[config.mk]
export PLATFORM = sky130hd
export DESIGN_NAME = ffds_store
export DESIGN_NICKNAME = d
export VERILOG_FILES = /design/src/rtl/ffds_pkg.sv /design/src/rtl/ffds_store.sv
export SDC_FILE = /design/constraint.sdc
export NUM_CORES = 2
export LEC_CHECK = 0
export BUFFER_PORTS_ARGS = -buffer_cell sky130_fd_sc_hd__buf_2
export CORE_MARGIN = 10
export CORE_UTILIZATION = 30
export DETAILED_ROUTE_END_ITERATION = 10
export GPL_TIMING_DRIVEN = 0
export SYNTH_ARGS = -nofsm -noshare
export SYNTH_HDL_FRONTEND = slang
export SYNTH_SLANG_ARGS = --single-unit
[constraint.sdc]
create_clock -name i_clk -period 6.6 [get_ports i_clk]
set_input_delay 1.32 -clock i_clk [delete_from_list [all_inputs] [get_ports i_clk]]
set_output_delay 1.32 -clock i_clk [all_outputs]
set_load 0.005 [all_outputs]
[src/rtl/ffds_pkg.sv]
// Shared types and constants for the farthest-first depth sorter.
// Used by the sorter, store and distance modules; depends on nothing else.
package ffds_pkg;

    // Coordinate and distance widths (signed 16.4 fixed point coordinates).
    localparam int COORD_W = 20;
    localparam int DIFF_W  = COORD_W + 1;
    localparam int SQ_W    = 2 * COORD_W + 1;
    localparam int DIST_W  = SQ_W + 1;
    localparam int CFG_W   = 2;

    typedef logic signed [COORD_W-1:0] t_coord;
    typedef logic [DIST_W-1:0]         t_dist;
    typedef logic [4:0]                t_obj_idx;
    typedef logic [CFG_W-1:0]          t_cfg_idx;

    // One stored object: position and the empty-space flag.
    typedef struct packed {
        logic   in_empty;
        t_coord pos_z;
        t_coord pos_y;
        t_coord pos_x;
    } t_obj;

    // Configuration register indexes.
    localparam t_cfg_idx CFG_VIEW_X       = 2'd0;
    localparam t_cfg_idx CFG_VIEW_Y       = 2'd1;
    localparam t_cfg_idx CFG_VIEW_Z       = 2'd2;
    localparam t_cfg_idx CFG_SELECT_WATER = 2'd3;

    // Sequencer states.
    typedef enum logic [1:0] {
        ST_LOAD,
        ST_SCAN,
        ST_DRAIN,
        ST_EMIT
    } t_state;

endpackage

[src/rtl/ffds_store.sv]
// Object store: one synchronous memory with a registered read port.
// Depends on ffds_pkg for the stored object type.
module ffds_store #(
    parameter int DEPTH = 32,
    parameter int AW    = 5
) (
    input  logic           i_clk,
    input  logic           i_wr_en,
    input  logic [AW-1:0]  i_wr_addr,
    input  ffds_pkg::t_obj i_wr_data,
    input  logic [AW-1:0]  i_rd_addr,
    output ffds_pkg::t_obj o_rd_data
);

    ffds_pkg::t_obj r_mem [DEPTH];
    ffds_pkg::t_obj r_rd_data;

    // Write port.
    always_ff @(posedge i_clk) begin
        if (i_wr_en) begin
            r_mem[i_wr_addr] <= i_wr_data;
        end
    end

    // Registered read port.
    always_ff @(posedge i_clk) begin
        r_rd_data <= r_mem[i_rd_addr];
    end

    assign o_rd_data = r_rd_data;

endmodule

Word level (Yosys, flattened, before mapping) --
Memory sizes are Yosys's and may differ from the RTL's. A register that Yosys moved wholly into a read port is not among the register bits. Index checks and enable logic that the tools add are counted.
Cells by class: multiplexer cells 2
Operator list (count):
- $mux W1 | 2
Word-level totals: register bits after elaboration 0, logic and storage cells 3, memory bits (writable) 1952, memories 1
Memories:
- r_mem | depth 32, bits a word 61, read ports 1, clocked after memory_dff 1, write ports 1, RTL line ffds_store.sv:15 | ffds_pkg::t_obj r_mem [DEPTH];

Logic depth before layout (Yosys ltp) --
word-level depth 2, depth in mapped cells 8, mapped depth without buffers 5

Least setup slack after synthesis --
Ideal clock, no wire load.
path type input -> register, start point in i_wr_addr[1], end point mem r_mem[12][0] in the netlist's numbering (enable), required time 6120 ps, data arrival time 4532 ps, path slack 1588 ps, setup time 480 ps, cell stages on the path 3, cells stage by stage or3b_2 > clkbuf_1 > nor2_1
RTL lines:
- start, declared | RTL line ffds_store.sv:9 | input logic [AW-1:0] i_wr_addr,
- end, declared | RTL line ffds_store.sv:15
Straight into the memory's write port.

==> metrics.yaml <==
status:
  outcome: "completed"
logic_synthesis:
  synthesis.area_um2: 77200
  syn_nets: 4335
  top_cells_by_area_in_the_synthesized_netlist: "sky130_fd_sc_hd__edfxtp_1 (76%), sky130_fd_sc_hd__mux2i_1 (13%), sky130_fd_sc_hd__a22oi_1 (1.8%)"
  synth_sequential_area_ratio_pct: 77.5
  yosys.cell_types.count: 27
  netlist_instances: 4262
  ys_ff_latch: 2013
  average_cell_area_after_synthesis_um2: 18.1
  yosys.area.top_type: "sky130_fd_sc_hd__edfxtp_1"
  synthesis.yosys.warnings: 0
  netlist.area_leader.share_pct: 75.9
grt:
  grt_overflow_total: 0
  groute.layer.met2.usage_pct: 21.8
  grt_pass1_wl_um: 287000
  grt_util_all_layers_pct: 13.9
  globalRouteMet3Util_pct: 3.01
  pin_count_of_the_biggest_net_entering_global_routing: 33
  global_route.peak_usage_layer: "met2"
  groute.layer.met1.usage_pct: 19.1
  grt_pass1_vias: 40100
  initial_antenna_violation_count: 36
route:
  wirelength_um: 201000
  vias_per_cell: 4.84
  ant_nets: 0
  detailedRoute.firstIterationViolations: 3975
  route.detailed.drc: 0
  vias: 39800
  drt-pass1-iter-count: 5
  per_cell_routed_wire_length_um: 24.5
sta:
  hold_violations: 0
  totalNegativeSetupSlack_ps: 0
  timing.max_slew.rel_slack_pct: 11.8
  slew_viol_final: 0
  setup_ws_ps: 2880
  min_period_ps: 3720
  finalClockSkew_ps: 32.0
  setup_repair_after_global_routing_missed_its_margin: "no"
  setup_viol: 0
  fin_crit_sh_pct: 56.4
  achievable-frequency_mhz: 269
  worst_slew_pin_tran_ps: 1320
floorplanning:
  die_w_um: 527
  dieHeight_um: 527
  io_pins: 134
  floorplan.initialDensity_pct: 30.1
  floorplan.die_area_um2: 278000
  standard_cell_core_area_um2: 256000
  placement_rows: 186
cts:
  numCtsBuffers: 193
  cts.clk_slew.worst_paths_ps: 60
  cts.path.max_buffers: 3
  h-tree-depth: 4
  cts_sinks: 2013
  post_cts.repair.setup_buffers: 0
  root_buffer: "sky130_fd_sc_hd__clkbuf_16"
  cts_hold_buf: 0
  clkLatencyLatePin_ps: 810
  cts_tree: "built"
  postCtsResizedCells: 0
finish:
  layout-drive-gt1-share_pct: 13.9
  layout.cells.most_common_list: "sky130_fd_sc_hd__edfxtp_1 (1,952), sky130_fd_sc_hd__mux2i_1 (976), sky130_fd_sc_hd__clkbuf_16 (198)"
  fin_util_pct: 35.2
  layout.area.seq_um2: 59800
  layout.cells.most_common: "sky130_fd_sc_hd__edfxtp_1"
  final.fill_count: 23900
  multiInputGateArea_um2: 15900
  nNetsFinal: 4746
  syn2layout_area_growth_pct: 17.0
setup_path:
  worst_ep_required_time_ps: 7180
  kind_of_critical_path: "in2reg"
  worst_setup_path_end_kind: "flop"
  critical-path-slowest-cell: "sky130_fd_sc_hd__buf_2"
  cp_cell_sequence: "buf_2, nor2_2, buf_2, clkbuf_1, a22oi_1, nand3_1, nand3_1"
  worst-path-max-fanout: 10
  critical_path.max_stage_delay_ps: 860
  startpoint_type: "input port"
  crit_arrival_ps: 4300
  regToRegSetupSlack_ps: 4910
place:
  post-dp-hpwl_um: 136000
  dp_slack_ps: 2110
  port_buffers: 132
  gp_congestion: 0.755
pwr:
  vdd_ir_drop_max_mv: 0.271
  power.leakage_nw: 31.0
  p_per_area_nw_per_um2: 293
flow_run:
  max_cap_viol_count: 0
hold_path:
  timing.hold.worst.class: "reg2reg"
## power breakdown
part           switching, W  internal, W
Clock               0.00464      0.00614
Combinational      0.000978     0.000471
Sequential        0.0000508       0.0142
Total               0.00567       0.0208
## critical path: cells and delay by family
kind | cells | cell delay, ps
and+or+nand+nor | 3 | 1070
AOI/OAI and AO/OA | 1 | 220
buffers and inverters | 3 | 1660
## synth_stat cells
cell,number
sky130_fd_sc_hd__nand2b_1,2
sky130_fd_sc_hd__dfxtp_1,61
sky130_fd_sc_hd__buf_2,50
sky130_fd_sc_hd__or3b_2,3
sky130_fd_sc_hd__nor2b_1,2
sky130_fd_sc_hd__edfxtp_1,1952
sky130_fd_sc_hd__nand3_1,185
sky130_fd_sc_hd__a31oi_1,61
sky130_fd_sc_hd__clkbuf_4,1
sky130_fd_sc_hd__clkbuf_1,74
sky130_fd_sc_hd__buf_4,40
sky130_fd_sc_hd__nor2_1,33
sky130_fd_sc_hd__nor3_1,61
sky130_fd_sc_hd__nor2_2,1
sky130_fd_sc_hd__a21oi_1,183
sky130_fd_sc_hd__buf_8,21
sky130_fd_sc_hd__nand2_1,185
sky130_fd_sc_hd__a22oi_1,183
sky130_fd_sc_hd__mux2i_1,976
sky130_fd_sc_hd__or2_2,1
sky130_fd_sc_hd__and2_1,1
sky130_fd_sc_hd__buf_1,15
sky130_fd_sc_hd__or3_1,1
sky130_fd_sc_hd__buf_6,42
sky130_fd_sc_hd__buf_12,1
sky130_fd_sc_hd__nand3b_1,5
sky130_fd_sc_hd__a22o_1,122
## kinds of logic (layout without fill, tap and decap cells)
kind of cell | after synthesis | count (layout) | share of synthesized area (%)
and+or+nand+nor | 480 | 480 | 2.80
DFF | 2013 | 2013 | 77.5
buffers and inverters | 244 | 813 | 2.20
muxes | 976 | 976 | 12.7
other | 0 | 10 | 0
AOI/OAI and AO/OA | 549 | 549 | 4.84
## flip-flops by register name, indices dropped and copies added, names as in the netlist
register,flops
o_rd_data,61
r_mem,1952
## through the flow
step | area (µm²) | instances | power (W) | hold WS [ps]
finish | 90300 | 8225 | 0.0265 | 622
global route | 90300 | 8220 | 0.0274 | 672
CTS | 90300 | 8215 | 0.0267 | 623
detailed placement | 84200 | 7862 | 0.0160 | 607
global placement | 82100 | 7778 | 0.0159 | 598
floorplan | 77200 | 4262 | 0.0153 | 554
## cell type report
| cell class | instances | share of cell area, % |
|---|---|---|
| Timing Repair Buffer | 216 | 2.80 |
| Tap cell | 3384 | 4.69 |
| Sequential cell | 2013 | 66.2 |
| Antenna cell | 10 | 0.0277 |
| Multi-Input combinational cell | 2005 | 17.6 |
| Clock buffer | 243 | 5.67 |
| Clock inverter | 110 | 1.08 |
| Buffer | 244 | 1.88 |
## worst paths after layout
check                                  start             to  cells past startpoint
worst max register to register  r_mem[1][38]  o_rd_data[38]                      5
worst min register to register  r_mem[11][0]   o_rd_data[0]                      4
worst max-delay path            i_rd_addr[1]  o_rd_data[10]                      7
worst min-delay path            r_mem[11][0]   o_rd_data[0]                      4
## metal layers
metal / share of wire [%] / routed length (µm)
met1: 44 / 88300
met2: 46 / 92000
met3: 7.0 / 14100
met4: 3.3 / 6720
met5: 0.028 / 57
Note: power is estimated with default switching activity, not from simulation.
