==> src/rtl/ffds_pkg.sv <==
// Shared types and constants for the farthest-first depth sorter.
// Used by the sorter, store and distance modules; depends on nothing else.
package ffds_pkg;

    // Coordinate and distance widths (signed 16.4 fixed point coordinates).
    localparam int COORD_W = 20;
    localparam int DIFF_W  = COORD_W + 1;
    localparam int SQ_W    = 2 * COORD_W + 1;
    localparam int DIST_W  = SQ_W + 1;
    localparam int CFG_W   = 2;

    typedef logic signed [COORD_W-1:0] t_coord;
    typedef logic [DIST_W-1:0]         t_dist;
    typedef logic [4:0]                t_obj_idx;
    typedef logic [CFG_W-1:0]          t_cfg_idx;

    // One stored object: position and the empty-space flag.
    typedef struct packed {
        logic   in_empty;
        t_coord pos_z;
        t_coord pos_y;
        t_coord pos_x;
    } t_obj;

    // Configuration register indexes.
    localparam t_cfg_idx CFG_VIEW_X       = 2'd0;
    localparam t_cfg_idx CFG_VIEW_Y       = 2'd1;
    localparam t_cfg_idx CFG_VIEW_Z       = 2'd2;
    localparam t_cfg_idx CFG_SELECT_WATER = 2'd3;

    // Sequencer states.
    typedef enum logic [1:0] {
        ST_LOAD,
        ST_SCAN,
        ST_DRAIN,
        ST_EMIT
    } t_state;

endpackage

==> src/rtl/ffds_dist.sv <==
// Squared-distance pipeline: difference, square and sum stages.
// Depends on ffds_pkg for coordinate and distance widths.
module ffds_dist #(
    parameter int IDX_W = 5
) (
    input  logic             i_clk,
    input  logic             i_rst_n,
    input  logic             i_valid,
    input  logic [IDX_W-1:0] i_idx,
    input  ffds_pkg::t_obj   i_obj,
    input  ffds_pkg::t_coord i_view_x,
    input  ffds_pkg::t_coord i_view_y,
    input  ffds_pkg::t_coord i_view_z,
    output logic             o_valid,
    output logic [IDX_W-1:0] o_idx,
    output ffds_pkg::t_dist  o_dist,
    output logic             o_busy
);

    localparam int DW = ffds_pkg::DIFF_W;
    localparam int SW = ffds_pkg::SQ_W;

    logic                  r_d_valid, r_s_valid, r_t_valid;
    logic [IDX_W-1:0]      r_d_idx, r_s_idx, r_t_idx;
    logic signed [DW-1:0]  r_dx, r_dy, r_dz;
    logic [SW-1:0]         r_sx, r_sy, r_sz;
    ffds_pkg::t_dist       r_sum;
    logic signed [2*DW-1:0] sq_x, sq_y, sq_z;

    // Valid bits travel with the data.
    always_ff @(posedge i_clk) begin
        if (!i_rst_n) begin
            r_d_valid <= 1'b0;
            r_s_valid <= 1'b0;
            r_t_valid <= 1'b0;
        end else begin
            r_d_valid <= i_valid;
            r_s_valid <= r_d_valid;
            r_t_valid <= r_s_valid;
        end
    end

    // Stage one: exact signed differences.
    always_ff @(posedge i_clk) begin
        r_d_idx <= i_idx;
        r_dx    <= $signed({i_obj.pos_x[19], i_obj.pos_x}) - $signed({i_view_x[19], i_view_x});
        r_dy    <= $signed({i_obj.pos_y[19], i_obj.pos_y}) - $signed({i_view_y[19], i_view_y});
        r_dz    <= $signed({i_obj.pos_z[19], i_obj.pos_z}) - $signed({i_view_z[19], i_view_z});
    end

    // Stage two: one multiplier per axis; a square is never negative.
    assign sq_x = r_dx * r_dx;
    assign sq_y = r_dy * r_dy;
    assign sq_z = r_dz * r_dz;

    always_ff @(posedge i_clk) begin
        r_s_idx <= r_d_idx;
        r_sx    <= sq_x[SW-1:0];
        r_sy    <= sq_y[SW-1:0];
        r_sz    <= sq_z[SW-1:0];
    end

    // Stage three: sum of the three squares.
    always_ff @(posedge i_clk) begin
        r_t_idx <= r_s_idx;
        r_sum   <= ffds_pkg::DIST_W'(r_sx) + ffds_pkg::DIST_W'(r_sy)
                 + ffds_pkg::DIST_W'(r_sz);
    end

    assign o_valid = r_t_valid;
    assign o_idx   = r_t_idx;
    assign o_dist  = r_sum;
    assign o_busy  = r_d_valid | r_s_valid | r_t_valid;

endmodule

==> config.mk <==
export PLATFORM = sky130hd
export DESIGN_NAME = ffds_dist
export DESIGN_NICKNAME = d
export VERILOG_FILES = /design/src/rtl/ffds_pkg.sv /design/src/rtl/ffds_dist.sv
export SDC_FILE = /design/constraint.sdc
export NUM_CORES = 2
export LEC_CHECK = 0
export BUFFER_PORTS_ARGS = -buffer_cell sky130_fd_sc_hd__buf_2
export CELL_PAD_IN_SITES_DETAIL_PLACEMENT = 2
export CELL_PAD_IN_SITES_GLOBAL_PLACEMENT = 2
export CORE_MARGIN = 1.5
export CORE_UTILIZATION = 30
export CTS_BUF_LIST = sky130_fd_sc_hd__clkbuf_4 sky130_fd_sc_hd__clkbuf_8 sky130_fd_sc_hd__clkbuf_16
export CTS_CLUSTER_DIAMETER = 80
export DETAILED_ROUTE_END_ITERATION = 8
export GPL_TIMING_DRIVEN = 0
export PLACE_DENSITY = 0.73
export SLEW_MARGIN = 5
export SYNTH_ARGS = -nofsm -noshare
export SYNTH_HDL_FRONTEND = slang
export SYNTH_SLANG_ARGS = --single-unit
export TNS_END_PERCENT = 10
==> constraint.sdc <==
create_clock -name i_clk -period 14.9 [get_ports i_clk]
set_input_delay 2.98 -clock i_clk [delete_from_list [all_inputs] [get_ports i_clk]]
set_output_delay 2.98 -clock i_clk [all_outputs]
set_load 0.01 [all_outputs]
Word-level counts from Yosys, hierarchy flattened

Index checks and enable logic that the tools add are counted.

Register bits: 246
Bits in latches: 0
Bits in read-only memories: 0
Memories kept: 0
Bits in writable memories: 0
Input port bits: 129

Eq/ne operators: 0
Order comparisons: 0
Add/sub/neg operators: 5
Shift-type cells: 0
Div/mod/pow operators: 0
Multipliers: 3
Multiplexer cells: 0
Bitwise operators: 2
Reduce and logical (&&, ||, !) cells: 0

Operators with widths:

| kind                                           | number |
|---|---|
| 21-bit by 21-bit multiplier with 41-bit output | 3 |
| 20-bit by 20-bit subtractor with 21-bit output | 3 |
| 41-bit by 41-bit adder with 42-bit output      | 1 |
| 42-bit by 41-bit adder with 42-bit output      | 1 |
| 1-bit bitwise OR                               | 2 |

Logic depth before layout (Yosys ltp)

Depth after elaboration: 2
Depth in mapped cells: 28
Depth with buffers taken out: 27

Least setup slack after synthesis

Ideal clock, no wire load.

Kind: flip-flop to flip-flop
Start: register r_dy[20]
End: register r_sy[39]
Clock period less this slack: 7.012 ns
Required time: 14.782 ns
Arrival: 6.893 ns
Stages on the path, launching flop included: 27
Setup slack: 7.888 ns
Cell sequence: dfxtp_1 -> clkbuf_1 -> buf_1 -> nand2_1 -> fa_1 -> inv_1 -> fa_1 -> inv_1 -> fa_1 -> inv_1 -> fa_1 -> fa_1 -> fa_1 -> inv_1 -> fa_1 -> inv_1 -> ha_1 -> and2_1 -> and2_1 -> nand4_1 -> a2111oi_4 -> nor3_2 -> o41ai_2 -> a311o_1 -> a21o_1 -> a21oi_2 -> xnor2_1

Longest elaborated chain between the ends: 1

RTL lines:

| what                                           | line            | RTL |
|---|---|---|
| start, declared                                | ffds_dist.sv:25 | `logic signed [DW-1:0] r_dx, r_dy, r_dz;` |
| start signal, assigned                         | ffds_dist.sv:47 | `r_dy <= $signed({i_obj.pos_y[19], i_obj.pos_y}) - $signed({i_view_y[19], i_view_y});` |
| 21-bit by 21-bit multiplier with 41-bit output | ffds_dist.sv:53 | `assign sq_y = r_dy * r_dy;` |
| via sq_y[39]                                   | ffds_dist.sv:28 | `logic signed [2*DW-1:0] sq_x, sq_y, sq_z;` |
| end signal, assigned                           | ffds_dist.sv:59 | `r_sy <= sq_y[SW-1:0];` |
| end, declared                                  | ffds_dist.sv:26 | `logic [SW-1:0] r_sx, r_sy, r_sz;` |

The timed path passes the listed nets, and every way through them passes these cells.
A chain may end at the register's enable or synchronous reset.

Worst setup path in the final report

Start: register r_dx[6]
End: register r_sx[40]

Longest elaborated chain between the ends: 1

RTL lines:

| what                                           | line            | RTL |
|---|---|---|
| start, declared                                | ffds_dist.sv:25 |  |
| start signal, assigned                         | ffds_dist.sv:46 | `r_dx <= $signed({i_obj.pos_x[19], i_obj.pos_x}) - $signed({i_view_x[19], i_view_x});` |
| 21-bit by 21-bit multiplier with 41-bit output | ffds_dist.sv:52 | `assign sq_x = r_dx * r_dx;` |
| via sq_x[40]                                   | ffds_dist.sv:28 |  |
| end signal, assigned                           | ffds_dist.sv:58 | `r_sx <= sq_x[SW-1:0];` |
| end, declared                                  | ffds_dist.sv:26 |  |

The timed path passes the listed nets, and every way through them passes these cells.

==> results_tabular.tex <==
\begin{tabular}{lr}
\hline
Metric & Value \\
\hline
\multicolumn{2}{l}{\textbf{Logic synthesis}} \\
Number of unique standard cell types used by synthesis & 84 \\
Proportion of register bits with asynchronous set or reset after synthesis & 0\% \\
Share of Yosys cell area claimed by the top area cell type & 47.1\% \\
EDFF count, synth & 0 \\
Syn\_area\_per\_cell & 9.50 um2 \\
Seq cells post-synth & 243 \\
Post-synthesis instance area & 53900 um2 \\
Count of synthesis-stage warnings from yosys & 0 \\
Flip-flop cell with the highest count after synthesis & dfxtp\_1 \\
Most common library cells after synthesis & 1670 x inv\_1, 1268 x fa\_1, 472 x ha\_1, 472 x nand2\_1, 243 x dfxtp\_1 \\
Library cell with the highest instance count after synthesis & inv\_1 \\
Post-synthesis cell type with the largest combined area & fa\_1 \\
Instance count of the mapped netlist & 5674 \\
Main area contributors after synthesis & fa\_1 47\%, inv\_1 12\%, ha\_1 11\% \\
Sequential element share of the synthesized area & 9.03\% \\
\multicolumn{2}{l}{\textbf{Worst setup path}} \\
Max Fanout on Critical Path & 10 \\
Worst R2R End & r\_sx[40]\$\_DFF\_P\_ \\
FF-to-FF path depth & 26 \\
Launch point of the critical path & r\_dx[6]\$\_DFF\_P\_ \\
Crit path to & r\_sx[40]\$\_DFF\_P\_ \\
Launch point of the worst reg-to-reg path & r\_dx[6]\$\_DFF\_P\_ \\
Arrival time of data at the critical path endpoint & 9.81 ns \\
Sort of element at the end of the critical path & register \\
Kind of start point of the critical path & register \\
CP Class & register to register \\
Worst-case register-to-register setup slack & 5.47 ns \\
Required time of the worst setup path & 15.28 ns \\
\multicolumn{2}{l}{\textbf{Timing}} \\
Number of hold-slack violations in the final timing report & 0 \\
Fin worst setup slack & 5.47 ns \\
Slew Limit Fails & 0 \\
Total of endpoints with negative setup slack in the final report & 0 \\
Period utilisation layout & 63.3\% \\
Worst max-slew margin expressed relative to the limit & 28.1\% \\
Setup Skew & 0.0563 ns \\
Slew at the pin closest to its max-slew limit & 1.08 ns \\
Final critical path time including I/O delays and setup & 9.43 ns \\
Setup repair after global routing missed its margin & no \\
Sum of negative setup slack & 0 ns \\
Maximum clock frequency & 106 MHz \\
\multicolumn{2}{l}{\textbf{Clock tree}} \\
Maximum level of the CTS H-tree & 2 \\
Resized Gates After CTS & 0 \\
Clock Sink Count & 243 \\
Number of buffers inserted for hold repair after clock tree synthesis & 0 \\
Max Buffers Root-to-Sink & 3 \\
Number of buffers added for setup after CTS & 0 \\
Root Buffer Master & clkbuf\_16 \\
Clock tree from TritonCTS & done \\
Number of buffers inserted during clock tree synthesis & 37 \\
Clock input transition at the sequential cells of the worst setup and hold paths & 0.06 ns \\
Clock latency on the worst-skew pair & 0.62 ns \\
\multicolumn{2}{l}{\textbf{Die}} \\
Num ports & 178 \\
Effective utilization at floorplan & 30.2\% \\
Height of the die & 427 um \\
Horizontal die dimension & 427 um \\
Number of placement rows & 155 \\
Area enclosed by the die boundary & 182000 um2 \\
Placeable core area & 178000 um2 \\
\multicolumn{2}{l}{\textbf{Finish}} \\
Number of nets in the final layout & 7760 \\
Fraction of final layout cells sized beyond drive strength 1 & 5.05\% \\
Layout overhead on the synthesized area & 9.54\% \\
Final Instance Count excl. Fillers & 8274 \\
Area of all placed cells without fillers & 59000 um2 \\
\multicolumn{2}{l}{\textbf{Place}} \\
Post-DP HPWL & 149000 um \\
GP Congestion & 0.923 \\
Placed Instance Area & 57700 um2 \\
Worst Setup Slack post-DPL & 5.50 ns \\
Placed Cells & 8207 \\
I/O Buffers & 176 \\
\multicolumn{2}{l}{\textbf{Global routing}} \\
Global route overflow & 0 \\
Vias in the first global route & 46430 \\
First-pass GRT wire length & 270000 um \\
Overall routing resource usage & 19.3\% \\
Antenna violations before repair & 10 \\
Maximum number of pins on one net before global-route repair & 17 \\
\multicolumn{2}{l}{\textbf{Detailed routing}} \\
Routed length on met3 & 5480 um \\
Max layer used & met4 \\
Post-detailed-route DRC marker count & 0 \\
DR iter-0 viols & 1451 \\
Met1 routed wirelength after detailed routing & 70800 um \\
Number of routed nets with antenna violations & 0 \\
Number of detailed-route iterations in the first pass & 5 \\
Total number of vias & 38177 \\
Routed length on met2 & 88700 um \\
Wirelength, routed & 169000 um \\
WL per Instance & 20.5 um \\
Via-to-Cell Ratio & 4.61 \\
\multicolumn{2}{l}{\textbf{Job}} \\
Max-cap violations & 0 \\
\multicolumn{2}{l}{\textbf{Run status}} \\
Status & completed \\
\multicolumn{2}{l}{\textbf{Worst hold path}} \\
Type of the most critical hold path & register to register \\
\hline
\end{tabular}
==> layout by cell type (no fill, tap or decap), types with 9 or more instances in the layout <==
cell and n:
a211oi_1 12, a21o_1 80, a21oi_1 159, a31o_2 17, a31oi_1 23, and2_1 208
and3_1 18, buf_2 177, clkbuf_1 133, clkbuf_16 38, clkbuf_8 9, dfxtp_1 243
fa_1 1268, ha_1 472, inv_1 1670, nand2_1 472, nand2b_1 30, nand3_1 38
nor2_1 217, nor2b_1 32, nor3_1 35, o21a_1 22, o21ai_0 70, o21bai_1 26
or3_1 14, xnor2_1 205, xor2_1 65
==> metrics by stage <==
step                util [%]  hold WS [ns]
finish                  33.1         0.327
detailed placement      32.4         0.314
global route            33.1         0.339
CTS                     33.1         0.329
global placement        32.4         0.310
floorplan                  -         0.310
==> area by class of cell <==
cell class	count	area, um2
Clock buffer	52	1110
Multi-Input combinational cell	3622	42200
Sequential cell	243	4860
Inverter	1675	6290
Fill cell	19795	119000
Timing Repair Buffer	176	881
Buffer	136	512
Antenna cell	2	5.00
Clock inverter	13	188
Tap cell	2355	2950
==> critical path, stage by stage, from the launching register on <==
cell and delay [ns]:
dfxtp_1 0.51, clkbuf_1 0.58, clkbuf_1 0.62, nand2_1 0.21, fa_1 0.57, inv_1 0.06, fa_1 0.52, inv_1 0.07
fa_1 0.55, inv_1 0.05, fa_1 0.52, fa_1 0.46, fa_1 0.50, inv_1 0.05, fa_1 0.47, inv_1 0.05
ha_1 0.36, a21o_1 0.19, a21o_1 0.17, a2111oi_1 0.49, nor4bb_1 0.12, a21oi_1 0.40, o21ai_1 0.26, o41a_1 0.40
nand4_1 0.13, a31oi_1 0.10, xnor2_1 0.74
==> state kept, by name (all words and copies together) (netlist names) <==
register   count
o_dist        42
o_idx          5
o_valid        1
r_d_idx        5
r_d_valid      1
r_dx          21
r_dy          21
r_dz          21
r_s_idx        5
r_s_valid      1
r_sx          40
r_sy          40
r_sz          40
==> per-layer routing <==
metal	global-route usage (%)	vias to the layer above
li1	-	17036
met1	24.1	20361
met2	35.4	601
met3	1.93	179
met4	5.02	0
met5	0	-
==> worst min-delay path by stage <==
stage / cells after the start / from / to / slack [ns]
2_1_floorplan: 0 / r_s_idx[0]$_DFF_P_ / o_idx[0]$_DFF_P_ / 0.31
3_5_place_dp: 0 / r_d_idx[2]$_DFF_P_ / r_s_idx[2]$_DFF_P_ / 0.31
5_1_grt: 0 / r_s_idx[1]$_DFF_P_ / o_idx[1]$_DFF_P_ / 0.34
4_1_cts: 0 / r_d_idx[1]$_DFF_P_ / r_s_idx[1]$_DFF_P_ / 0.33
3_3_place_gp: 0 / r_s_idx[4]$_DFF_P_ / o_idx[4]$_DFF_P_ / 0.31
6_report: 0 / r_d_idx[1]$_DFF_P_ / r_s_idx[1]$_DFF_P_ / 0.33
==> logic make-up (layout without fill, tap and decap cells) <==
group / count (synthesis) / after routing / share of synthesized area [%]
AO/OA/AOI/OAI: 504 / 504 / 6.31
XOR/XNOR: 270 / 270 / 4.39
adder cells (fa/ha/maj): 1740 / 1740 / 58.1
flip-flops: 243 / 243 / 9.03
AND/OR/NAND/NOR: 1099 / 1099 / 9.48
buffers and inverters: 1811 / 2052 / 12.6
other: 1 / 5 / 0.00696
multiplexers: 6 / 6 / 0.125
Power is not shown: default switching activity piles up to over one toggle a cycle in this logic, so the estimate is an artifact.
